<file path="config.mk">
export PLATFORM = sky130hd
export DESIGN_NAME = tct_front
export DESIGN_NICKNAME = d
export VERILOG_FILES = /design/src/hdl/tct_pkg.sv /design/src/hdl/tct_front.sv
export SDC_FILE = /design/constraint.sdc
export NUM_CORES = 1
export LEC_CHECK = 0
export BUFFER_PORTS_ARGS = -buffer_cell sky130_fd_sc_hd__buf_2
export CAP_MARGIN = 30
export CORE_ASPECT_RATIO = 2
export CORE_MARGIN = 4
export CORE_UTILIZATION = 41
export DETAILED_ROUTE_END_ITERATION = 12
export GPL_TIMING_DRIVEN = 0
export MAX_ROUTING_LAYER = met4
export PLACE_DENSITY = 0.76
export REMOVE_ABC_BUFFERS = 1
export SYNTH_ARGS = -nofsm -noshare
export SYNTH_HDL_FRONTEND = slang
export SYNTH_SLANG_ARGS = --single-unit
</file>
<file path="constraint.sdc">
create_clock -name vclk -period 27.1
set_clock_uncertainty 0.1 [all_clocks]
set_input_delay 4.065 -clock vclk [all_inputs]
set_output_delay 4.065 -clock vclk [all_outputs]
set_load 0.01 [all_outputs]
</file>
<file path="src/hdl/tct_pkg.sv">
// Package for the transition count table: operation codes, table geometry,
// the pattern decode function and the command type passed from front to back.
// No dependencies.
`timescale 1ns / 1ps

package tct_pkg;

  localparam logic [1:0] OP_RECORD = 2'd0;
  localparam logic [1:0] OP_READ   = 2'd1;
  localparam logic [1:0] OP_LOAD   = 2'd2;

  localparam int PAT_COUNT   = 90;
  localparam int PAT_BITS    = 14;
  localparam int PAT_IDX_W   = 7;
  localparam int LOAD_BITS   = 32;
  localparam int COUNT_OUT_W = 32;

  localparam int NUM_ACTIONS_DEF = 6;
  localparam int COUNT_BITS_DEF  = 32;
  localparam int QUEUE_DEPTH     = 2;

  typedef struct packed {
    logic                 ok;
    logic [PAT_IDX_W-1:0] idx;
  } pat_t;

  typedef struct packed {
    logic                 hit;
    logic [1:0]           op;
    logic [LOAD_BITS-1:0] load_value;
  } cmd_t;

  // three-hot check and index a*18 + b*3 + c
  function automatic pat_t pattern_decode(input logic [PAT_BITS-1:0] p);
    pat_t       r;
    logic [4:0] ga;
    logic [5:0] gb;
    logic [2:0] gc;
    logic [2:0] a;
    logic [2:0] b;
    logic [1:0] c;
    ga = p[4:0];
    gb = p[10:5];
    gc = p[13:11];
    a = '0;
    b = '0;
    c = '0;
    for (int i = 0; i < 5; i++) begin
      if (ga[i]) a = 3'(i);
    end
    for (int i = 0; i < 6; i++) begin
      if (gb[i]) b = 3'(i);
    end
    for (int i = 0; i < 3; i++) begin
      if (gc[i]) c = 2'(i);
    end
    r.ok = (ga != 5'd0) && ((ga & (ga - 5'd1)) == 5'd0) &&
           (gb != 6'd0) && ((gb & (gb - 6'd1)) == 6'd0) &&
           (gc != 3'd0) && ((gc & (gc - 3'd1)) == 3'd0);
    r.idx = PAT_IDX_W'(int'(a) * 18 + int'(b) * 3 + int'(c));
    return r;
  endfunction

endpackage

</file>
<file path="src/hdl/tct_front.sv">
// Front end: accepts requests, validates operation, patterns and action, forms the table address.
// Depends on tct_pkg.
`timescale 1ns / 1ps

module tct_front #(
  parameter int NUM_ACTIONS = tct_pkg::NUM_ACTIONS_DEF,
  parameter int ADDR_W      = 16
) (
  input  logic                         in_valid,
  output logic                         in_ready,
  input  logic [1:0]                   operation,
  input  logic [tct_pkg::PAT_BITS-1:0] current_pattern,
  input  logic [2:0]                   action,
  input  logic [tct_pkg::PAT_BITS-1:0] next_pattern,
  input  logic [tct_pkg::LOAD_BITS-1:0] load_value,
  input  logic                         clearing,
  input  logic                         q_ready,
  output logic                         q_valid,
  output tct_pkg::cmd_t                cmd,
  output logic [ADDR_W-1:0]            addr
);

  tct_pkg::pat_t p_dec;
  tct_pkg::pat_t q_dec;
  logic          act_ok;
  logic          op_ok;

  assign p_dec  = tct_pkg::pattern_decode(current_pattern);
  assign q_dec  = tct_pkg::pattern_decode(next_pattern);
  assign act_ok = {1'b0, action} < 4'(NUM_ACTIONS);
  assign op_ok  = (operation == tct_pkg::OP_RECORD) || (operation == tct_pkg::OP_READ) ||
                  (operation == tct_pkg::OP_LOAD);

  assign cmd.hit        = op_ok && act_ok && p_dec.ok && q_dec.ok;
  assign cmd.op         = operation;
  assign cmd.load_value = load_value;

  assign addr = ADDR_W'((int'(p_dec.idx) * NUM_ACTIONS + int'(action)) * tct_pkg::PAT_COUNT
                        + int'(q_dec.idx));

  assign in_ready = q_ready && !clearing;
  assign q_valid  = in_valid && !clearing;

endmodule

</file>
Word-level counts from Yosys, hierarchy flattened
Cells that the tools add are included.
Widths: inputs -> output; s select.
- bits of input ports: 68
- output and inout bits: 53
- flip-flop bits (word level): 0
- reduce and logical (&&, ||, !) cells: 31
- magnitude comparators: 1
- bitwise gates (word level): 6
- multipliers: 6
- mux-type cells: 22
- add/subtract/negate cells: 12
- eq/ne operators: 2
- operators by type and width (kind ; count):
    $mux 3 ; 14
    $add 16x7->16 ; 1
    $logic_and 1x1->1 ; 15
    $mul 11x6->15 const B ; 1
    $add 7x2->7 ; 2
    $add 7x5->7 ; 2
    $and 6x6->6 ; 2
    $logic_not 6->1 ; 2
    $mul 3x4->6 const B ; 2
    $reduce_bool 6->1 ; 2
    $sub 6x1->6 const B ; 2
    $add 10x3->11 ; 1
    $and 5x5->5 ; 2
    $logic_not 5->1 ; 2
    $mul 3x2->5 const B ; 2
    $reduce_bool 5->1 ; 2
    $sub 5x1->5 const B ; 2
    $mul 7x2->9 const B ; 1
    $and 3x3->3 ; 2
    $logic_not 3->1 ; 2
    $mux 1 ; 6
    $reduce_bool 3->1 ; 2
    $sub 3x1->3 const B ; 2
    $mux 2 ; 2
    other kinds (6) ; 7

Longest topological paths before layout
Gate-level depths: netlist of the first run.
- word-level depth: 12
- depth in mapped cells: 31

Least setup slack after synthesis of the first run
OpenSTA, ideal clock, no wires.
- path type: input port to output port
- from: input port current_pattern[9] (netlist name)
- to: output port addr[15]
- arrival time: 11.278 ns
- path buffers: 0
- cell stages on the path: 28
- required time: 22.935 ns
- slack: 11.657 ns
- cells stage by stage: or2_2 > nor2_1 > fa_1 > fa_1 > xor2_2 > ha_1 > a21oi_1 > nor2_8 > nor4_4 > or3_1 > and2_1 > and3_1 > xor2_1 > ha_1 > fa_1 > inv_1 > fa_1 > inv_1 > ha_1 > a211oi_1 > o21bai_1 > a2111o_1 > a31o_2 > a21oi_1 > xnor2_1 > and4b_1 > xnor3_1 > xnor2_1
- longest elaborated chain between the ends: 9
- RTL lines (item ; RTL line ; source):
    start, declared ; tct_front.sv:12 ; input logic [tct_pkg::PAT_BITS-1:0] current_pattern,
    $mux 3 (2 in a row) ; tct_pkg.sv:52 ; if (gb[i]) b = 3'(i);
    $mul 3x2->5 ; tct_pkg.sv:60 ; r.idx = PAT_IDX_W'(int'(a) * 18 + int'(b) * 3 + int'(c));
    $add 7x5->7 ; tct_pkg.sv:60 ;
    $add 7x2->7 ; tct_pkg.sv:60 ;
    $mul 7x2->9 ; tct_front.sv:38 ; assign addr = ADDR_W'((int'(p_dec.idx) * NUM_ACTIONS + int'(action)) * tct_pkg::PAT_COUNT
    $add 10x3->11 ; tct_front.sv:38 ;
    $mul 11x6->15 ; tct_front.sv:38 ;
    $add 16x7->16 ; tct_front.sv:39 ; + int'(q_dec.idx));
    end, declared ; tct_front.sv:20 ; output logic [ADDR_W-1:0] addr
No other way between the ends.

Final worst setup path of the first run
Same ends and word-level chain as after synthesis.

==> results of run 1 <==
cell families after synthesis:
| family | share of synthesized area |
|---|---|
| buffers and inverters | 0.159 |
| and+or+nand+nor | 0.149 |
| xor gates and xnor gates | 0.160 |
| adders and majority gates | 0.352 |
| AOI/OAI and AO/OA | 0.180 |
final timing paths:
check             endpoint          startpoint  slack, ns  cells past startpoint
setup / recovery  addr[15]  current_pattern[9]      10.83                     31
hold / removal     cmd[16]      load_value[16]       8.03                      0
Yosys cell counts (3+ instances only):
cell type / n
and2_1: 3
nor2_1: 27
a21oi_1: 25
a22oi_1: 3
o21ai_0: 12
o31a_1: 3
nand3_1: 4
ha_1: 54
nand2b_1: 3
fa_1: 21
xnor2_1: 30
a211oi_1: 3
inv_1: 62
nand3b_1: 3
a21o_1: 7
o21bai_1: 10
nand2_1: 13
or3_1: 3
nor2b_1: 10
buf_4: 34
nor3_1: 3
xor2_1: 19
or2_2: 3
critical path: cells and delay by family:
| kind | cells | cell delay, ns |
|---|---|---|
| AO/OA/AOI/OAI | 7 | 1.75 |
| adder cells (fa/ha/maj) | 7 | 2.70 |
| XOR/XNOR | 5 | 1.25 |
| AND/OR/NAND/NOR | 8 | 1.97 |
| buffers and inverters | 4 | 0.38 |
final cells by class:
cell class	count	area share
multi-input combinational	298	0.807
inverter	63	0.0715
timing repair buffer	57	0.0863
tap	94	0.0356
metrics by stage:
step / instance area (sq um) / setup slack (ns) / instances / util / hold slack (ns)
CTS: 3310 / 10.75 / 512 / 0.438 / 8.03
floorplan: 2900 / 11.65 / 361 / - / 8.03
global route: 3310 / 10.28 / 512 / 0.438 / 8.03
finish: 3310 / 10.83 / 512 / 0.438 / 8.03
global placement: 3310 / 10.92 / 512 / 0.438 / 8.03
detailed placement: 3310 / 10.78 / 512 / 0.438 / 8.03
metal layers:
metal | global-route usage | share of wire | wire, microns
met1 | 0.169 | 0.37 | 2760
met2 | 0.301 | 0.53 | 3970
met3 | 0.0450 | 0.077 | 573
met4 | 0.0330 | 0.021 | 160
met5 | - | 0 | 0
==> results.yml, run 1 <==
sta:
  timing.final.max_slew_violations: 0
  worst-slew-pin-transition_ns: 0.655
  finalSetupViolCount: 0
  hold_viol_final: 0
  fin_tns_setup_ns: 0
  rsz0062_at_grt: "no"
  relSlewSlack: 0.560
  min_period_ns: 16.28
  clock.fmax_ghz: 0.0614
  period_share: 0.601
placed_design:
  place_congestion: 0.888
  portBuffers: 57
  dpl.hpwl_mm: 6.88
die:
  design.core.area_sq_um: 7540
  rows: 45
  start_util: 0.420
  die_x_microns: 70.2
  die_y_microns: 132
  pin_count: 121
  dieArea_sq_um: 9290
final_layout:
  antennaDiodeCount: 0
  clock_buffers: 0
  final_common_cell: "inv_1"
  register_area_sq_um: 0
  layout_common_cells: "inv_1 (62), buf_2 (57), ha_1 (54)"
  multi_input_area_sq_um: 2670
  fill_cells: 799
  drive_above_1_share: 0.170
  area_growth_pct: 4.26
  finalNetCount: 563
  seq_cell_count: 0
route:
  drt_iter0_drc: 56
  drc: 0
  wl_mm: 7.47
  vias: 2733
  routed_via_density: 5.34
  wl_per_cell_microns: 14.6
  antenna_left: 0
  firstDrtPassIters: 4
synthesis:
  synth_top_cell_by_area: "ha_1"
  mappedNetlistArea_sq_um: 3170
  ys_seq_area_frac: 0
  synth_top_area_share: 0.213
  synthCells: 398
  synth_area_leaders: "ha_1 (21%), fa_1 (13%), xnor2_1 (8.3%), buf_4 (8.0%), inv_1 (7.3%)"
  synth_cell_types: 58
  synth.avg_cell_area_sq_um: 7.97
  yosys_warnings: 0
grt:
  grt_usage: 0.163
  antenna_found_initial: 0
  grt_max_degree: 9
  grt-ovfl-total: 0
  grt_first_pass_wirelength_mm: 12.3
  grt_pass1_vias: 2841
clock_tree:
  postCtsSetupRepairBufs: 0
  ctsHoldBuffers: 0
  post_cts_resized: 0
worst_setup_path:
  critical-path-max-stage-delay_ns: 0.62
  endpoint_kind: "primary output"
  cp_common_cell: "ha_1"
  arrival_ns: 12.11
  cp_max_fo: 5
  critical_path_required_ns: 22.93
  critPathLaunchType: "primary input"
  critPathKind: "primary input to primary output"
  slowest_stage: "nor4_1"
hold_path:
  hold_class: "primary input to primary output"
run_status:
  status: "completed"
job:
  max_cap_violations: 0
Power of run 1 is left out: the tool's default activity adds up to more than one toggle a clock period on the data nets, which glitch-free logic cannot reach.
==> run 2: changes to the inputs <==
--- a/config.mk
+++ b/config.mk
@@ -13,7 +13,7 @@
 export DETAILED_ROUTE_END_ITERATION = 12
 export GPL_TIMING_DRIVEN = 0
 export MAX_ROUTING_LAYER = met4
-export PLACE_DENSITY = 0.76
+export PLACE_DENSITY = 0.78
 export REMOVE_ABC_BUFFERS = 1
 export SYNTH_ARGS = -nofsm -noshare
 export SYNTH_HDL_FRONTEND = slang
==> constraint.sdc (replaced) <==
create_clock -name vclk -period 13
set_clock_uncertainty 0.1 [all_clocks]
set_input_delay 1.95 -clock vclk [all_inputs]
set_output_delay 1.95 -clock vclk [all_outputs]
set_load 0.01 [all_outputs]
==> run 2 against run 1 <==
Against the previous run:
- clock-buffer cell count unchanged
- flip-flop and latch count unchanged
- die area is the same
- critical path type unchanged
==> results.yml, run 2 (synthesized netlist as in run 1, its figures left out) <==
worst_setup_path:
  arrival_ns: 10.06
  slowest_stage: "nor4_1"
  critical-path-max-stage-delay_ns: 0.60
  cp_common_cell: "ha_1"
  critPathKind: "primary input to primary output"
  cp_max_fo: 5
  critPathLaunchType: "primary input"
  critical_path_required_ns: 10.95
  endpoint_kind: "primary output"
sta:
  min_period_ns: 12.11
  finalSetupViolCount: 0
  rsz0062_at_grt: "no"
  period_share: 0.932
  fin_tns_setup_ns: 0
  clock.fmax_ghz: 0.0826
  relSlewSlack: 0.539
  hold_viol_final: 0
  worst-slew-pin-transition_ns: 0.685
  timing.final.max_slew_violations: 0
  setup_ws_ns: 0.889
final_layout:
  finalNonFillerCells: 512
  layout_common_cells: "inv_1 (62), buf_2 (57), ha_1 (54)"
  seq_cell_count: 0
  area_growth_pct: 4.26
  register_area_sq_um: 0
  final_common_cell: "inv_1"
  finalNetCount: 563
  utilization: 0.438
  drive_above_1_share: 0.170
  clock_buffers: 0
  antennaDiodeCount: 0
die:
  die_x_microns: 70.2
  dieArea_sq_um: 9290
  start_util: 0.420
  design.core.area_sq_um: 7540
  rows: 45
  die_y_microns: 132
  pin_count: 121
clock_tree:
  ctsHoldBuffers: 0
  post_cts_resized: 0
  postCtsSetupRepairBufs: 0
route:
  routed_via_density: 5.45
  antenna_left: 0
  drc: 0
  vias: 2791
  drt_iter0_drc: 53
  wl_per_cell_microns: 14.7
  firstDrtPassIters: 4
  wl_mm: 7.55
job:
  max_cap_violations: 0
placed_design:
  pre_cts_ws_ns: 0.904
  portBuffers: 57
  dpl.hpwl_mm: 6.92
  placedCellCount: 512
  place_congestion: 0.906
grt:
  grt_first_pass_wirelength_mm: 12.4
  grt_pass1_vias: 2942
  grt_usage: 0.163
  grt-ovfl-total: 0
  grt_max_degree: 9
  antenna_found_initial: 0
run_status:
  status: "completed"
hold_path:
  hold_class: "primary input to primary output"
==> run 2: cell counts in the layout (fill, tap and decap cells not counted) <==
No cell type changed its count.
==> run 2: path summary, 6_finish.rpt <==
check  cells after the start               start  slack, ns        to
max                       31  current_pattern[9]       0.89  addr[15]
min                        0      load_value[26]       3.80   cmd[26]
==> run 2: critical path, delay by kind of cell <==
family	cells	cell delay (ns)
AOI/OAI and AO/OA	8	1.93
xor gates and xnor gates	4	0.95
adders and majority gates	7	2.70
buffers and inverters	4	0.36
and+or+nand+nor	8	2.13
==> run 2: area by class of cell <==
cell class | count | area [sq um]
Fill cell | 803 | 4240
Inverter | 63 | 236
Multi-Input combinational cell | 298 | 2670
Tap cell | 94 | 118
Timing Repair Buffer | 57 | 285
==> run 2: through the flow <==
step	area [sq um]	hold WS [ns]
3_5_place_dp	3310	3.80
2_1_floorplan	2900	3.80
6_report	3310	3.80
4_1_cts	3310	3.80
5_1_grt	3310	3.80
3_3_place_gp	3310	3.80
==> run 2: per-layer routing <==
metal  global-route usage  part of all wire  wire (microns)  vias up
met4               0.0384             0.029             218        0
met5                    -                 0               0        -
met2                0.306              0.53            4030      120
met1                0.154              0.34            2570     1299
met3               0.0580             0.097             736       17
li1                     -                 -               -     1355
Power of run 2 is left out for the same reason.
