===== src/hdl/tct_pkg.sv =====
// Package for the transition count table: operation codes, table geometry,
// the pattern decode function and the command type passed from front to back.
// No dependencies.
`timescale 1ns / 1ps

package tct_pkg;

  localparam logic [1:0] OP_RECORD = 2'd0;
  localparam logic [1:0] OP_READ   = 2'd1;
  localparam logic [1:0] OP_LOAD   = 2'd2;

  localparam int PAT_COUNT   = 90;
  localparam int PAT_BITS    = 14;
  localparam int PAT_IDX_W   = 7;
  localparam int LOAD_BITS   = 32;
  localparam int COUNT_OUT_W = 32;

  localparam int NUM_ACTIONS_DEF = 6;
  localparam int COUNT_BITS_DEF  = 32;
  localparam int QUEUE_DEPTH     = 2;

  typedef struct packed {
    logic                 ok;
    logic [PAT_IDX_W-1:0] idx;
  } pat_t;

  typedef struct packed {
    logic                 hit;
    logic [1:0]           op;
    logic [LOAD_BITS-1:0] load_value;
  } cmd_t;

  // three-hot check and index a*18 + b*3 + c
  function automatic pat_t pattern_decode(input logic [PAT_BITS-1:0] p);
    pat_t       r;
    logic [4:0] ga;
    logic [5:0] gb;
    logic [2:0] gc;
    logic [2:0] a;
    logic [2:0] b;
    logic [1:0] c;
    ga = p[4:0];
    gb = p[10:5];
    gc = p[13:11];
    a = '0;
    b = '0;
    c = '0;
    for (int i = 0; i < 5; i++) begin
      if (ga[i]) a = 3'(i);
    end
    for (int i = 0; i < 6; i++) begin
      if (gb[i]) b = 3'(i);
    end
    for (int i = 0; i < 3; i++) begin
      if (gc[i]) c = 2'(i);
    end
    r.ok = (ga != 5'd0) && ((ga & (ga - 5'd1)) == 5'd0) &&
           (gb != 6'd0) && ((gb & (gb - 6'd1)) == 6'd0) &&
           (gc != 3'd0) && ((gc & (gc - 3'd1)) == 3'd0);
    r.idx = PAT_IDX_W'(int'(a) * 18 + int'(b) * 3 + int'(c));
    return r;
  endfunction

endpackage


===== src/hdl/tct_queue.sv =====
// Short FIFO between front and back ends.
// Depends on tct_pkg.
`timescale 1ns / 1ps

module tct_queue #(
  parameter int W = 8
) (
  input  logic         clk,
  input  logic         rst,
  input  logic         push_valid,
  output logic         push_ready,
  input  logic [W-1:0] push_data,
  output logic         pop_valid,
  input  logic         pop_ready,
  output logic [W-1:0] pop_data
);

  localparam int D   = tct_pkg::QUEUE_DEPTH;
  localparam int PW  = (D > 1) ? $clog2(D) : 1;
  localparam int CW  = $clog2(D + 1);

  logic [W-1:0]  slots [D];
  logic [PW-1:0] wptr;
  logic [PW-1:0] rptr;
  logic [CW-1:0] fill;
  logic          do_push;
  logic          do_pop;

  assign push_ready = fill != CW'(D);
  assign pop_valid  = fill != '0;
  assign pop_data   = slots[rptr];
  assign do_push    = push_valid && push_ready;
  assign do_pop     = pop_valid && pop_ready;

  always_ff @(posedge clk) begin
    if (do_push) begin
      slots[wptr] <= push_data;
    end
  end

  always_ff @(posedge clk) begin
    if (rst) begin
      wptr <= '0;
      rptr <= '0;
      fill <= '0;
    end else begin
      if (do_push) begin
        wptr <= (wptr == PW'(D - 1)) ? '0 : wptr + PW'(1);
      end
      if (do_pop) begin
        rptr <= (rptr == PW'(D - 1)) ? '0 : rptr + PW'(1);
      end
      if (do_push && !do_pop) begin
        fill <= fill + CW'(1);
      end else if (do_pop && !do_push) begin
        fill <= fill - CW'(1);
      end
    end
  end

endmodule


===== config.mk =====
export PLATFORM = sky130hd
export DESIGN_NAME = tct_queue
export DESIGN_NICKNAME = d
export VERILOG_FILES = /design/src/hdl/tct_pkg.sv /design/src/hdl/tct_queue.sv
export SDC_FILE = /design/constraint.sdc
export NUM_CORES = 1
export LEC_CHECK = 0
export BUFFER_PORTS_ARGS = -buffer_cell sky130_fd_sc_hd__buf_2
export CORE_MARGIN = 10
export CORE_UTILIZATION = 42
export DETAILED_ROUTE_END_ITERATION = 6
export GPL_TIMING_DRIVEN = 0
export PLACE_DENSITY = 0.73
export SETUP_SLACK_MARGIN = 0.15
export SYNTH_ARGS = -nofsm -noshare
export SYNTH_HDL_FRONTEND = slang
export SYNTH_SLANG_ARGS = --single-unit

===== constraint.sdc =====
create_clock -name clk -period 2.2 [get_ports clk]
set_clock_uncertainty 0.2 [all_clocks]
set_input_delay 0 -clock clk [delete_from_list [all_inputs] [get_ports clk]]
set_output_delay 0 -clock clk [all_outputs]
set_load 0.01 [all_outputs]

== After elaboration in Yosys (flattened, before gate mapping) ==
Memory sizes are Yosys's and may differ from the RTL's. A register that Yosys moved wholly into a read port is not among the register bits.
Index checks and enable logic that the tools add are counted.

* $add $sub $neg: 4
* Equality and inequality tests: 1
* Muxes and demuxes: 8
* Reductions and logical operators: 8

{| class="wikitable"
|+ Operator list
! kind !! number
|-
| $mux 1 || 6
|-
| $logic_and 1x1->1 || 4
|-
| $mux 2 || 2
|-
| $reduce_bool 2->1 || 2
|-
| $add 1x1->1 const B || 2
|-
| $add 2x1->2 const B || 1
|-
| $logic_not 1->1 || 2
|-
| $ne 2x2->1 const B || 1
|-
| $sub 2x1->2 const B || 1
|}

* Flip-flop bits (word level): 4
* Bits in writable memories: 16
* Bits of input ports: 12
* Logic and storage cells: 25
* Memories kept: 1

{| class="wikitable"
|+ Memory list
! name !! depth !! width !! rd ports !! clocked after memory_dff !! write ports !! line !! text
|-
| slots || 2 || 8 || 1 || 1 || 1 || tct_queue.sv:22 || <nowiki>logic [W-1:0] slots [D];</nowiki>
|}

== Logic depth before layout (Yosys ltp) ==
Gate-level depths: netlist of the first run.

* Depth after elaboration: 6
* Depth in mapped cells: 6
* Depth with buffers taken out: 6

== Least setup slack after synthesis of the first run ==
Ideal clock, no wire load.

* Path type: register -> register
* From: reg fill[0]
* To: reg fill[1]
* Library setup time: 0.070 ns
* Arrival: 1.429 ns
* Data required time: 1.930 ns
* Slack: 0.501 ns
* Stages on the path, launching flop included: 6
* Path buffers: 0
* Clock period less this slack: 1.699 ns
* Path through: dfxtp_1 > nand2b_4 > and2_1 > ha_1 > or3_1 > a21oi_1

* Word-level cells in the longest chain between the ends: 5
* Elaborated cells on any way between the ends: 13
* Classes of those cells: 2 x add/sub; 1 x eq/ne; 2 x mux; 8 x reduce/logical

{| class="wikitable"
|+ RTL lines
! element !! line !! text
|-
| start: declaration || tct_queue.sv:25 || <nowiki>logic [CW-1:0] fill;</nowiki>
|-
| start signal: assignment || tct_queue.sv:54 || <nowiki>fill <= fill + CW'(1);</nowiki>
|-
| start signal: assignment || tct_queue.sv:56 || <nowiki>fill <= fill - CW'(1);</nowiki>
|-
| $ne 2x2->1 * || tct_queue.sv:29 || <nowiki>assign push_ready = fill != CW'(D);</nowiki>
|-
| named net push_ready || tct_queue.sv:11 || <nowiki>output logic push_ready,</nowiki>
|-
| $logic_and 1x1->1 * || tct_queue.sv:32 || <nowiki>assign do_push = push_valid && push_ready;</nowiki>
|-
| $logic_not 1->1 || tct_queue.sv:55 || <nowiki>end else if (do_pop && !do_push) begin</nowiki>
|-
| $logic_and 1x1->1 || tct_queue.sv:55 ||
|-
| $reduce_bool 2->1 (no line) || n/a ||
|}

Mark *: on every way through the listed nets, which the timed path passes. The rest lies on a longest branch. The select of a mux whose other input is x is not followed.
A chain may end at the register's enable or synchronous reset.

== Worst setup path after layout of the first run ==
* From: reg fill[0]
* To: reg fill[1]

* Word-level cells in the longest chain between the ends: 5
* Elaborated cells on any way between the ends: 13
* Classes of those cells: 2 x add/sub; 1 x eq/ne; 2 x mux; 8 x reduce/logical

{| class="wikitable"
|+ RTL lines
! element
|-
| parallel branches: the longest is 5 deep, another holds $sub 2x1->2
|}

Several ways; the timed one is not identified. The select of a mux whose other input is x is not followed.

==> results of run 1 <==
[final cells by class]
cell class / instances / area share, %
Inverter: 1 / 0.348
Clock buffer: 4 / 2.44
Multi-Input combinational cell: 26 / 20.1
Buffer: 1 / 0.464
Tap cell: 25 / 2.90
Timing Repair Buffer: 32 / 20.0
Sequential cell: 21 / 53.8
[timing repair]
| action | in CTS | in global routing |
|---|---|---|
| hold endpoints to repair | 21 | 0 |
| hold buffers | 11 | 0 |
| endpoints found under the setup margin | 0 | 0 |
| setup buffers | 0 | 0 |
[metal layers]
metal | vias up | GRT usage, % | routed length, um
met2 | 16 | 12.8 | 729
met4 | 0 | 3.28 | 25
li1 | 251 | - | -
met3 | 2 | 3.31 | 97
met5 | - | 0 | 0
met1 | 232 | 7.66 | 611
[metrics by stage]
stage                     hold WS (ns)  cells
after floorplan                 -0.131     49
after global placement         -0.0119     95
after detailed placement      -0.00885     95
after CTS                        0.215    110
after global routing             0.215    110
final                            0.221    110
[where the power goes]
group	leakage [nW]	switching [mW]	internal, mW
clock network	0.0150	0.107	0.0706
registers	0.191	0.0355	0.503
logic	0.227	0.175	0.183
[layout by cell type, fill, tap and decap left out, drive strengths merged, types with 2 or more instances in the layout]
cell	count
edfxtp	16
o21ai	2
mux2	8
a21oi	2
dlygate4sd3	11
xor2	3
clkbuf	4
dfxtp	5
nor2	3
buf	22
[how the worst max path moves through the flow]
| stage | startpoint | to | slack (ns) |
|---|---|---|---|
| 2_1_floorplan | fill[0] | fill[1] | 0.50 |
| 4_1_cts | fill[1] | fill[1] | 0.40 |
| 3_5_place_dp | fill[0] | fill[1] | 0.42 |
| 6_report | fill[0] | fill[1] | 0.41 |
| 3_3_place_gp | fill[0] | fill[1] | 0.48 |
| 5_1_grt | fill[0] | fill[1] | 0.31 |
[state kept, by name, summed over array words and instances (netlist names), named ones only]
name,flops
rptr,1
wptr,1
slots,16
fill,2
[logic make-up after synthesis]
| logic type | Yosys count | share of synthesized area [%] |
|---|---|---|
| flip-flops | 21 | 72.1 |
| XOR/XNOR | 3 | 3.26 |
| AND/OR/NAND/NOR | 9 | 7.14 |
| multiplexers | 8 | 11.2 |
| AO/OA/AOI/OAI | 5 | 3.73 |
| adder cells (fa/ha/maj) | 1 | 1.55 |
| buffers and inverters | 2 | 1.09 |
[worst max-delay path, stage by stage (launching register included)]
cell,delay (ns)
sky130_fd_sc_hd__dfxtp_1,0.37
sky130_fd_sc_hd__nand2b_4,0.17
sky130_fd_sc_hd__and2_1,0.17
sky130_fd_sc_hd__ha_1,0.31
sky130_fd_sc_hd__or3_1,0.38
sky130_fd_sc_hd__a21oi_1,0.14
==> impl_summary.log, run 1 <==
[metrics] initial cell density of the core: 45.7%
[metrics] root buffer cell: sky130_fd_sc_hd__clkbuf_4
[metrics] proportion of register bits with asynchronous set or reset after synthesis: 0%
[metrics] run status: finished, final reports clean
[metrics] die boundary width: 63.8 um
[metrics] total setup violations reported at the end of the flow: 0
[metrics] final worst-path cycle share: 81.5%
[metrics] minimum clock period: 1.79 ns
[metrics] Fin. Hold Viols: 0
[metrics] Pleak: 0.433 nW
[metrics] worst r2r path cells: 5
[metrics] maximum capacitance violations: 0
[metrics] nets: 99
[metrics] number of levels in the clock H-tree: 1
[metrics] pin count of the biggest net entering global routing: 12
[metrics] initial DRC count: 5
[metrics] All-Layer GR Usage: 7.46%
[metrics] length of the first detailed-routing pass in iterations: 4
[metrics] Storage cell area: 581 um^2
[metrics] worst hold endpoint: slots[0][2]
[metrics] total power per unit cell area: 996 mW/mm^2
[metrics] DPL Wire Length: 1010 um
[metrics] clock input transition at the sequential cells of the worst setup and hold paths: 0.11 ns
[metrics] reg-to-reg setup timing slack: 0.41 ns
[metrics] Max FO, Critical Path: 5
[metrics] area of the mapped netlist: 806 um^2
[metrics] cell types occupying the most area after synthesis: sky130_fd_sc_hd__edfxtp_1, sky130_fd_sc_hd__dfxtp_1, sky130_fd_sc_hd__mux2_2
[metrics] Post-Syn Instances: 49
[metrics] multi-input gate area in the final layout: 216 um^2
[metrics] path type of the worst min-delay path: input port to flop
[metrics] top post-synthesis cells by count: sky130_fd_sc_hd__edfxtp_1, sky130_fd_sc_hd__mux2_2, sky130_fd_sc_hd__dfxtp_1
[metrics] placeable core region: 0.00176 mm^2
[metrics] critical path type: flop to flop
[metrics] initial antenna violation count: 0
[metrics] Resized Gates After CTS: 0
[metrics] clk_lat worst skew: 0.30 ns
[metrics] critical hold path startpoint: push_data[2]
[metrics] worst reg2reg endpoint: fill[1]
[metrics] number of cells on the worst hold path: 2
[metrics] transition time at the pin with the least slew margin: 0.365 ns
[metrics] clock tree sinks: 21
[metrics] most numerous cell in the Yosys netlist: sky130_fd_sc_hd__edfxtp_1
[metrics] post-route ant nets: 0
[metrics] DRC errors left: 0
[metrics] IR Drop Worst-Case VDD: 0.000618 V
[metrics] Inserted Diodes: 0
[metrics] count of filler cells inserted in the layout: 158
[metrics] least setup slack across all paths after layout: 0.406 ns
[metrics] worst setup slack after placement: 0.422 ns
[metrics] proportion of netlist area held by the largest area contributor: 59.6%
[metrics] kind of start point of the critical path: flop
[metrics] flop and latch count out of synthesis: 21
[metrics] CP Data Required Time: 2.24 ns
[metrics] global-route wire length before repair: 2390 um
[metrics] Syn Nets: 62
[metrics] Vias/cell: 4.55
[metrics] post-synthesis sequential area ratio: 72.0%
[metrics] top cell type by total area after synthesis: sky130_fd_sc_hd__edfxtp_1
[metrics] synth-to-layout area growth: 33.9%
[metrics] post-detailed-placement cell area: 942 um^2
[metrics] Primary FF master, synth: sky130_fd_sc_hd__edfxtp_1
[metrics] utilization of the core after routing: 61.1%
[metrics] Port Buf Inserts: 21
[metrics] post-synthesis cell type count: 17
[metrics] total power: 1.07 mW
[metrics] number of warnings reported in the yosys synthesis log: 0
[metrics] vias in the first global route: 527
[metrics] reg-to-reg critical path startpoint: fill[0]
[metrics] die extent in y: 63.8 um
[metrics] Congestion Overflow GR: 0
[metrics] Cell Rows: 15
[metrics] setup repair after global routing missed its margin: no
[metrics] clock buffer depth: 2
[metrics] share of post-route cells with drive strength above 1: 42.4%
[metrics] EDFF count, synth: 16
[metrics] TritonCTS Buffers: 3
[metrics] Mean Syn Cell Area: 16.4 um^2
[metrics] Relative slew margins: 75.6%
[metrics] kind of end point of the critical path: flop
[metrics] IO Pins: 22
[metrics] final max-slew violation count: 0
[metrics] TritonCTS clock tree: done
[metrics] worst endpoint data arrival time: 1.83 ns
[metrics] detailed-route wire length: 1460 um
[metrics] routability congestion estimate from global placement: 0.629
[metrics] Setup TNS: 0 ns
[metrics] wire length per cell after detailed routing: 13.3 um
[metrics] full die area: 0.00407 mm^2
[metrics] via count: 501
[metrics] fmax: 557 MHz
[metrics] post-route design area: 0.00108 mm^2
Power figures use the tool's default switching activity.
==> run 2, diff against run 1 <==
==> constraint.sdc (replaced) <==
create_clock -name clk -period 1.82 [get_ports clk]
set_clock_uncertainty 0.2 [all_clocks]
set_input_delay 0 -clock clk [delete_from_list [all_inputs] [get_ports clk]]
set_output_delay 0 -clock clk [all_outputs]
set_load 0.01 [all_outputs]
==> run 2 against run 1 <==
Cell count is 2.7% higher. Sequential share of layout area shrank 1.8 points. Non-clock buffer count grew 3. Critical endpoint unchanged. Via count increased by 3.0%. Largest cell class unchanged. Sequential power rose by 23%.
==> impl_summary.log, run 2 (synthesis results as in run 1) <==
[metrics] total power per unit cell area: 1220 mW/mm^2 (+22%)
[metrics] die boundary width: 63.8 um (unchanged)
[metrics] initial DRC count: 19 (+14)
[metrics] via count: 516 (+3.0%)
[metrics] most frequent standard cell in the layout excluding fill and tap cells: sky130_fd_sc_hd__buf_2
[metrics] Max FO, Critical Path: 4 (-1)
[metrics] final max-slew violation count: 0 (unchanged)
[metrics] worst endpoint data arrival time: 1.68 ns (-0.15 ns)
[metrics] commonest cells after routing, fill and taps aside: sky130_fd_sc_hd__buf_2, sky130_fd_sc_hd__edfxtp_1, sky130_fd_sc_hd__dlygate4sd3_1
[metrics] Port Buf Inserts: 21 (unchanged)
[metrics] DRC errors left: 0 (unchanged)
[metrics] wire length per cell after detailed routing: 13.8 um (+3.4%)
[metrics] Relative slew margins: 74.5% (-1.2 points)
[metrics] run status: finished, final reports clean
[metrics] IO Pins: 22 (unchanged)
[metrics] switching share of total power: 28.8% (-0.71 points)
[metrics] Internal Pwr Total: 0.973 mW (+29%)
[metrics] Congestion Overflow GR: 0 (unchanged)
[metrics] Setup TNS: 0 ns (unchanged)
[metrics] worst hold slack across all endpoints: 0.231 ns (+0.00981 ns)
[metrics] All-Layer GR Usage: 7.42% (-0.038 points)
[metrics] total power: 1.37 mW (+27%)
[metrics] clock buffer depth: 2 (unchanged)
[metrics] clk_lat worst skew: 0.29 ns (about the same)
[metrics] length of the first detailed-routing pass in iterations: 4 (unchanged)
[metrics] CP Data Required Time: 1.84 ns (-0.40 ns)
[metrics] transition time at the pin with the least slew margin: 0.383 ns (+0.0176 ns)
[metrics] number of flip-flops in the largest register: 16 (unchanged)
[metrics] number of levels in the clock H-tree: 1 (unchanged)
[metrics] initial cell density of the core: 45.7% (unchanged)
[metrics] kind of start point of the critical path: flop
[metrics] IR Drop Worst-Case VDD: 0.000659 V (+6.7%)
[metrics] nets: 102 (+3.0%)
[metrics] vias in the first global route: 570 (+8.2%)
[metrics] maximum capacitance violations: 0 (unchanged)
[metrics] clock tree sinks: 21 (unchanged)
[metrics] Inserted Diodes: 0 (unchanged)
[metrics] share of post-route cells with drive strength above 1: 50.0% (+7.6 points)
[metrics] pin count of the biggest net entering global routing: 12 (unchanged)
[metrics] TritonCTS Buffers: 3 (unchanged)
[metrics] largest registers in the final layout: slots (16), fill (2)
[metrics] kind of end point of the critical path: flop
[metrics] Net Sw Power: 0.394 mW (+24%)
[metrics] Cell Rows: 15 (unchanged)
[metrics] post-route ant nets: 0 (unchanged)
[metrics] path type of the worst min-delay path: input port to flop
[metrics] utilization of the core after routing: 63.8% (+2.6 points)
[metrics] initial antenna violation count: 0 (unchanged)
[metrics] share of power burned in the clock network: 15.1% (-1.5 points)
[metrics] fmax: 604 MHz (+8.3%)
[metrics] setup repair after global routing missed its margin: yes
[metrics] Fin. Hold Viols: 0 (unchanged)
[metrics] part of the total power dissipated in sequential elements: 48.2% (-1.9 points)
[metrics] minimum clock period: 1.66 ns (-0.137 ns)
[metrics] DPL Wire Length: 1080 um (+7.6%)
[metrics] Vias/cell: 4.57 (+0.26%)
[metrics] full die area: 0.00407 mm^2 (unchanged)
[metrics] die extent in y: 63.8 um (unchanged)
[metrics] combinational share of power: 36.7% (+3.4 points)
[metrics] clock input transition at the sequential cells of the worst setup and hold paths: 0.10 ns (about the same)
[metrics] root buffer cell: sky130_fd_sc_hd__clkbuf_4
[metrics] critical path type: flop to flop
[metrics] TritonCTS clock tree: done
[metrics] Pleak: 0.452 nW (+4.4%)
[metrics] register with the most flip-flops: slots
[metrics] routability congestion estimate from global placement: 0.634 (+0.76%)
[metrics] placeable core region: 0.00176 mm^2 (unchanged)
[metrics] global-route wire length before repair: 2440 um (+1.7%)
[metrics] synth-to-layout area growth: 39.6%
[metrics] detailed-route wire length: 1560 um (+6.2%)
[metrics] final worst-path cycle share: 91.0% (+9.5 points)
[metrics] total setup violations reported at the end of the flow: 0 (unchanged)
-- run 2: through the flow --
stage	std cells	worst slack, ns	instance area, um^2
after floorplan	49	0.158	818
after global placement	95	0.132	955
after detailed placement	95	0.0924	955
after CTS	112	0.158	1120
after global routing	113	0.108	1120
final	113	0.163	1120
-- run 2: path summary, 6_finish.rpt --
kind                                    from     endpoint  slack, ns  cells past startpoint
worst max-delay path                 fill[0]      fill[1]       0.16                      6
worst min-delay path            push_data[4]  slots[0][4]       0.23                      2
worst max register to register       fill[0]      fill[1]       0.16                      6
worst min register to register       fill[1]      fill[1]       0.33                      2
-- run 2: what timing repair did --
item,CTS,global route
endpoints found under the hold margin,21,0
endpoints found under the setup margin,1,1
pin swaps,1,1
buffers inserted,2,1
resized for setup,5,0
hold buffers,11,0
-- run 2: power groups by stage --
stage	sequential (mW)	combinational [mW]	clock (mW)
global route	0.669	0.559	0.232
floorplan	0.652	0.307	0
detailed placement	0.663	0.441	0
global placement	0.658	0.427	0
finish	0.660	0.502	0.206
CTS	0.659	0.501	0.215
-- run 2: per-layer routing --
layer	track usage, %	up-vias	part of all wire (%)
met4	1.64	0	0
met1	6.63	241	34
met2	14.7	16	58
met5	0	-	0
li1	-	259	-
met3	3.31	0	8.1
-- run 2: area by class of cell --
cell class                 count  area [um^2]
timing repair buffer          35          238
tap                           25         31.3
sequential                    21          586
inverter                       1         3.75
clock buffer                   4         26.3
buffer                         1         5.00
fill                         149          639
multi-input combinational     26          235
-- run 2: worst max-delay path, stage by stage (launching register included) --
cell and delay, ns:
sky130_fd_sc_hd__dfxtp_4 0.37, sky130_fd_sc_hd__nand2b_4 0.14, sky130_fd_sc_hd__and2_4 0.16, sky130_fd_sc_hd__ha_4 0.14
sky130_fd_sc_hd__xor2_1 0.14, sky130_fd_sc_hd__or3_1 0.30, sky130_fd_sc_hd__a21oi_1 0.14
==> run 3, diff against run 2 <==
--- a/config.mk
+++ b/config.mk
@@ -6,11 +6,13 @@
 export NUM_CORES = 1
 export LEC_CHECK = 0
 export BUFFER_PORTS_ARGS = -buffer_cell sky130_fd_sc_hd__buf_2
+export CELL_PAD_IN_SITES_DETAIL_PLACEMENT = 2
+export CELL_PAD_IN_SITES_GLOBAL_PLACEMENT = 2
 export CORE_MARGIN = 10
-export CORE_UTILIZATION = 42
+export CORE_UTILIZATION = 34
 export DETAILED_ROUTE_END_ITERATION = 6
 export GPL_TIMING_DRIVEN = 0
-export PLACE_DENSITY = 0.73
+export PLACE_DENSITY = 0.82
 export SETUP_SLACK_MARGIN = 0.15
 export SYNTH_ARGS = -nofsm -noshare
 export SYNTH_HDL_FRONTEND = slang
==> run 3 against run 2 <==
Sequential share of layout area is 0.17 points higher. Flip-flop and latch count stayed put. Cell count is 1.8% higher. First-iteration DRC count is 58% lower. Register-to-register slack hardly changed. Clock-buffer cell count stayed put. Critical path depth stayed put. Via count is 3.9% higher. Non-clock buffer count is 1 lower. Combinational power is 0.8% higher. Maximum frequency is 0.63% higher. Critical path type unchanged.
==> impl_summary.log, run 3 (synthesis results as in run 1) <==
[metrics] run status: finished, final reports clean
[metrics] nets: 101 (-0.98%)
[metrics] die extent in y: 68.7 um (+7.6%)
[metrics] via count: 536 (+3.9%)
[metrics] commonest cells after routing, fill and taps aside: sky130_fd_sc_hd__buf_2, sky130_fd_sc_hd__edfxtp_1, sky130_fd_sc_hd__dlygate4sd3_1
[metrics] clk_lat worst skew: 0.30 ns (about the same)
[metrics] kind of start point of the critical path: flop
[metrics] switching share of total power: 30.5% (+1.7 points)
[metrics] global-route wire length before repair: 3030 um (+24%)
[metrics] total setup violations reported at the end of the flow: 0 (unchanged)
[metrics] register with the most flip-flops: slots
[metrics] final worst-path cycle share: 90.5% (-0.57 points)
[metrics] Setup TNS: 0 ns (unchanged)
[metrics] Critical Path Stages: 6 (unchanged)
[metrics] grt met1 use: 9.96% (+3.3 points)
[metrics] DPL Wire Length: 1370 um (+26%)
[metrics] initial cell density of the core: 36.1% (-9.6 points)
[metrics] pin count of the biggest net entering global routing: 12 (unchanged)
[metrics] die boundary width: 68.7 um (+7.6%)
[metrics] IO Pins: 22 (unchanged)
[metrics] Net Sw Power: 0.424 mW (+7.6%)
[metrics] Worst path top cell family by delay: simple AND/OR/NAND/NOR gates
[metrics] root buffer cell: sky130_fd_sc_hd__clkbuf_4
[metrics] critical-path cell list: nand2b_4 > and2_4 > ha_4 > xor2_1 > or3_1 > a21oi_1
[metrics] Internal Pwr Total: 0.965 mW (-0.86%)
[metrics] minimum clock period: 1.65 ns (-0.0104 ns)
[metrics] length of the first detailed-routing pass in iterations: 2 (-2)
[metrics] Congestion Overflow GR: 0 (unchanged)
[metrics] maximum capacitance violations: 0 (unchanged)
[metrics] Inserted Diodes: 0 (unchanged)
[metrics] full die area: 0.00472 mm^2 (+16%)
[metrics] clock buffer depth: 2 (unchanged)
[metrics] synth-to-layout area growth: 39.1%
[metrics] WP buf/inv: 0 (unchanged)
[metrics] Port Buf Inserts: 21 (unchanged)
[metrics] fmax: 607 MHz (+0.63%)
[metrics] detailed-route wire length: 1840 um (+18%)
[metrics] CP Launch Point: fill[0]
[metrics] transition time at the pin with the least slew margin: 0.392 ns (+0.00907 ns)
[metrics] combinational share of power: 36.4% (-0.3 points)
[metrics] TritonCTS clock tree: done
[metrics] Pleak: 0.447 nW (-1.1%)
[metrics] initial DRC count: 8 (-11)
[metrics] TritonCTS Buffers: 3 (unchanged)
[metrics] largest registers in the final layout: slots (16), fill (2)
[metrics] number of levels in the clock H-tree: 1 (unchanged)
[metrics] kind of end point of the critical path: flop
[metrics] share of post-route cells with drive strength above 1: 49.4% (-0.57 points)
[metrics] clock tree sinks: 21 (unchanged)
[metrics] All-Layer GR Usage: 8.62% (+1.2 points)
[metrics] worst hold slack across all endpoints: 0.218 ns (-0.0123 ns)
[metrics] Worst Setup EP: fill[1]
[metrics] critical path type: flop to flop
[metrics] most frequent standard cell in the layout excluding fill and tap cells: sky130_fd_sc_hd__buf_2
[metrics] placeable core region: 0.00223 mm^2 (+27%)
[metrics] final max-slew violation count: 0 (unchanged)
[metrics] path type of the worst min-delay path: input port to flop
[metrics] CP Data Required Time: 1.86 ns (+0.02 ns)
[metrics] IR Drop Worst-Case VDD: 0.000727 V (+10%)
[metrics] library cell contributing the largest single delay on the critical path: sky130_fd_sc_hd__dfxtp_4
[metrics] Max FO, Critical Path: 3 (-1)
[metrics] number of flip-flops in the largest register: 16 (unchanged)
[metrics] most used routing layer in global routing: met2
[metrics] clock input transition at the sequential cells of the worst setup and hold paths: 0.12 ns (+0.02 ns)
[metrics] worst r2r path cells: 6 (unchanged)
[metrics] initial antenna violation count: 0 (unchanged)
[metrics] M2 GR Usage: 14.6% (-0.045 points)
[metrics] part of the total power dissipated in sequential elements: 47.5% (-0.7 points)
[metrics] highest cell delay on the worst timing path: 0.37 ns (about the same)
[metrics] reg-to-reg setup timing slack: 0.17 ns (about the same)
[metrics] Fin. Hold Viols: 0 (unchanged)
[metrics] post-route ant nets: 0 (unchanged)
[metrics] setup repair after global routing missed its margin: yes
[metrics] met3 track demand over resource: 2.74% (-0.57 points)
[metrics] routability congestion estimate from global placement: 0.609 (-3.9%)
[metrics] vias in the first global route: 593 (+4.0%)
[metrics] wire length per cell after detailed routing: 16.0 um (+16%)
[metrics] total power per unit cell area: 1240 mW/mm^2 (+1.9%)
[metrics] Cell Rows: 17 (+2)
[metrics] DRC errors left: 0 (unchanged)
[metrics] Vias/cell: 4.66 (+2.1%)
[metrics] worst reg2reg endpoint: fill[1]
[metrics] worst endpoint data arrival time: 1.69 ns (about the same)
[metrics] reg-to-reg critical path startpoint: fill[0]
[metrics] Relative slew margins: 73.9% (-0.60 points)
[metrics] share of power burned in the clock network: 16.1% (+1.0 points)
==> run 3: cell types whose count changed in the layout (fill, tap and decap cells not counted) <==
cell	delta
sky130_fd_sc_hd__buf_4	-1
==> run 3: worst min-delay path by stage <==
stage | startpoint | endpoint | slack (ns) | cells after the start
after floorplan | rst | fill[1] | -0.13 | 1
after global placement | push_data[4] | slots[0][4] | -0.01 | 1
after detailed placement | push_data[5] | slots[0][5] | -0.006 | 1
after CTS | push_data[7] | slots[0][7] | 0.22 | 2
after global routing | push_data[7] | slots[0][7] | 0.21 | 2
final | push_data[7] | slots[0][7] | 0.22 | 2
==> run 3: repair_timing <==
action,4_1_cts,5_1_grt
hold buffers,11,0
resized for setup,5,0
pin swaps,1,1
setup buffers,1,1
setup endpoints to repair,1,1
endpoints found under the hold margin,21,0
==> run 3: per-layer routing <==
metal | vias to the layer above | share of wire (%)
met5 | - | 0
met4 | 0 | 1.1
met3 | 4 | 8.0
met2 | 18 | 51
met1 | 255 | 39
li1 | 259 | -
==> run 3: through the flow <==
step / instance area, um^2 / power, mW / setup slack [ns] / util, % / cells
floorplan: 818 / 0.959 / 0.158 / - / 49
finish: 1120 / 1.39 / 0.173 / 50.2 / 115
global route: 1120 / 1.48 / 0.119 / 50.2 / 115
global placement: 958 / 1.09 / 0.109 / 42.9 / 98
CTS: 1110 / 1.40 / 0.153 / 49.9 / 114
detailed placement: 958 / 1.13 / 0.0591 / 42.9 / 98
==> run 3: cell type report <==
| type | count | area [um^2] |
|---|---|---|
| Clock buffer | 4 | 26.3 |
| Multi-Input combinational cell | 26 | 235 |
| Inverter | 1 | 3.75 |
| Buffer | 1 | 5.00 |
| Tap cell | 28 | 35.0 |
| Sequential cell | 21 | 586 |
| Timing Repair Buffer | 34 | 230 |
| Fill cell | 229 | 1110 |
==> run 3: power groups by stage <==
stage / registers (mW) / clock network, mW / logic [mW]
detailed placement: 0.670 / 0 / 0.460
floorplan: 0.652 / 0 / 0.307
CTS: 0.662 / 0.223 / 0.510
global placement: 0.659 / 0 / 0.433
global route: 0.670 / 0.252 / 0.562
finish: 0.660 / 0.223 / 0.506
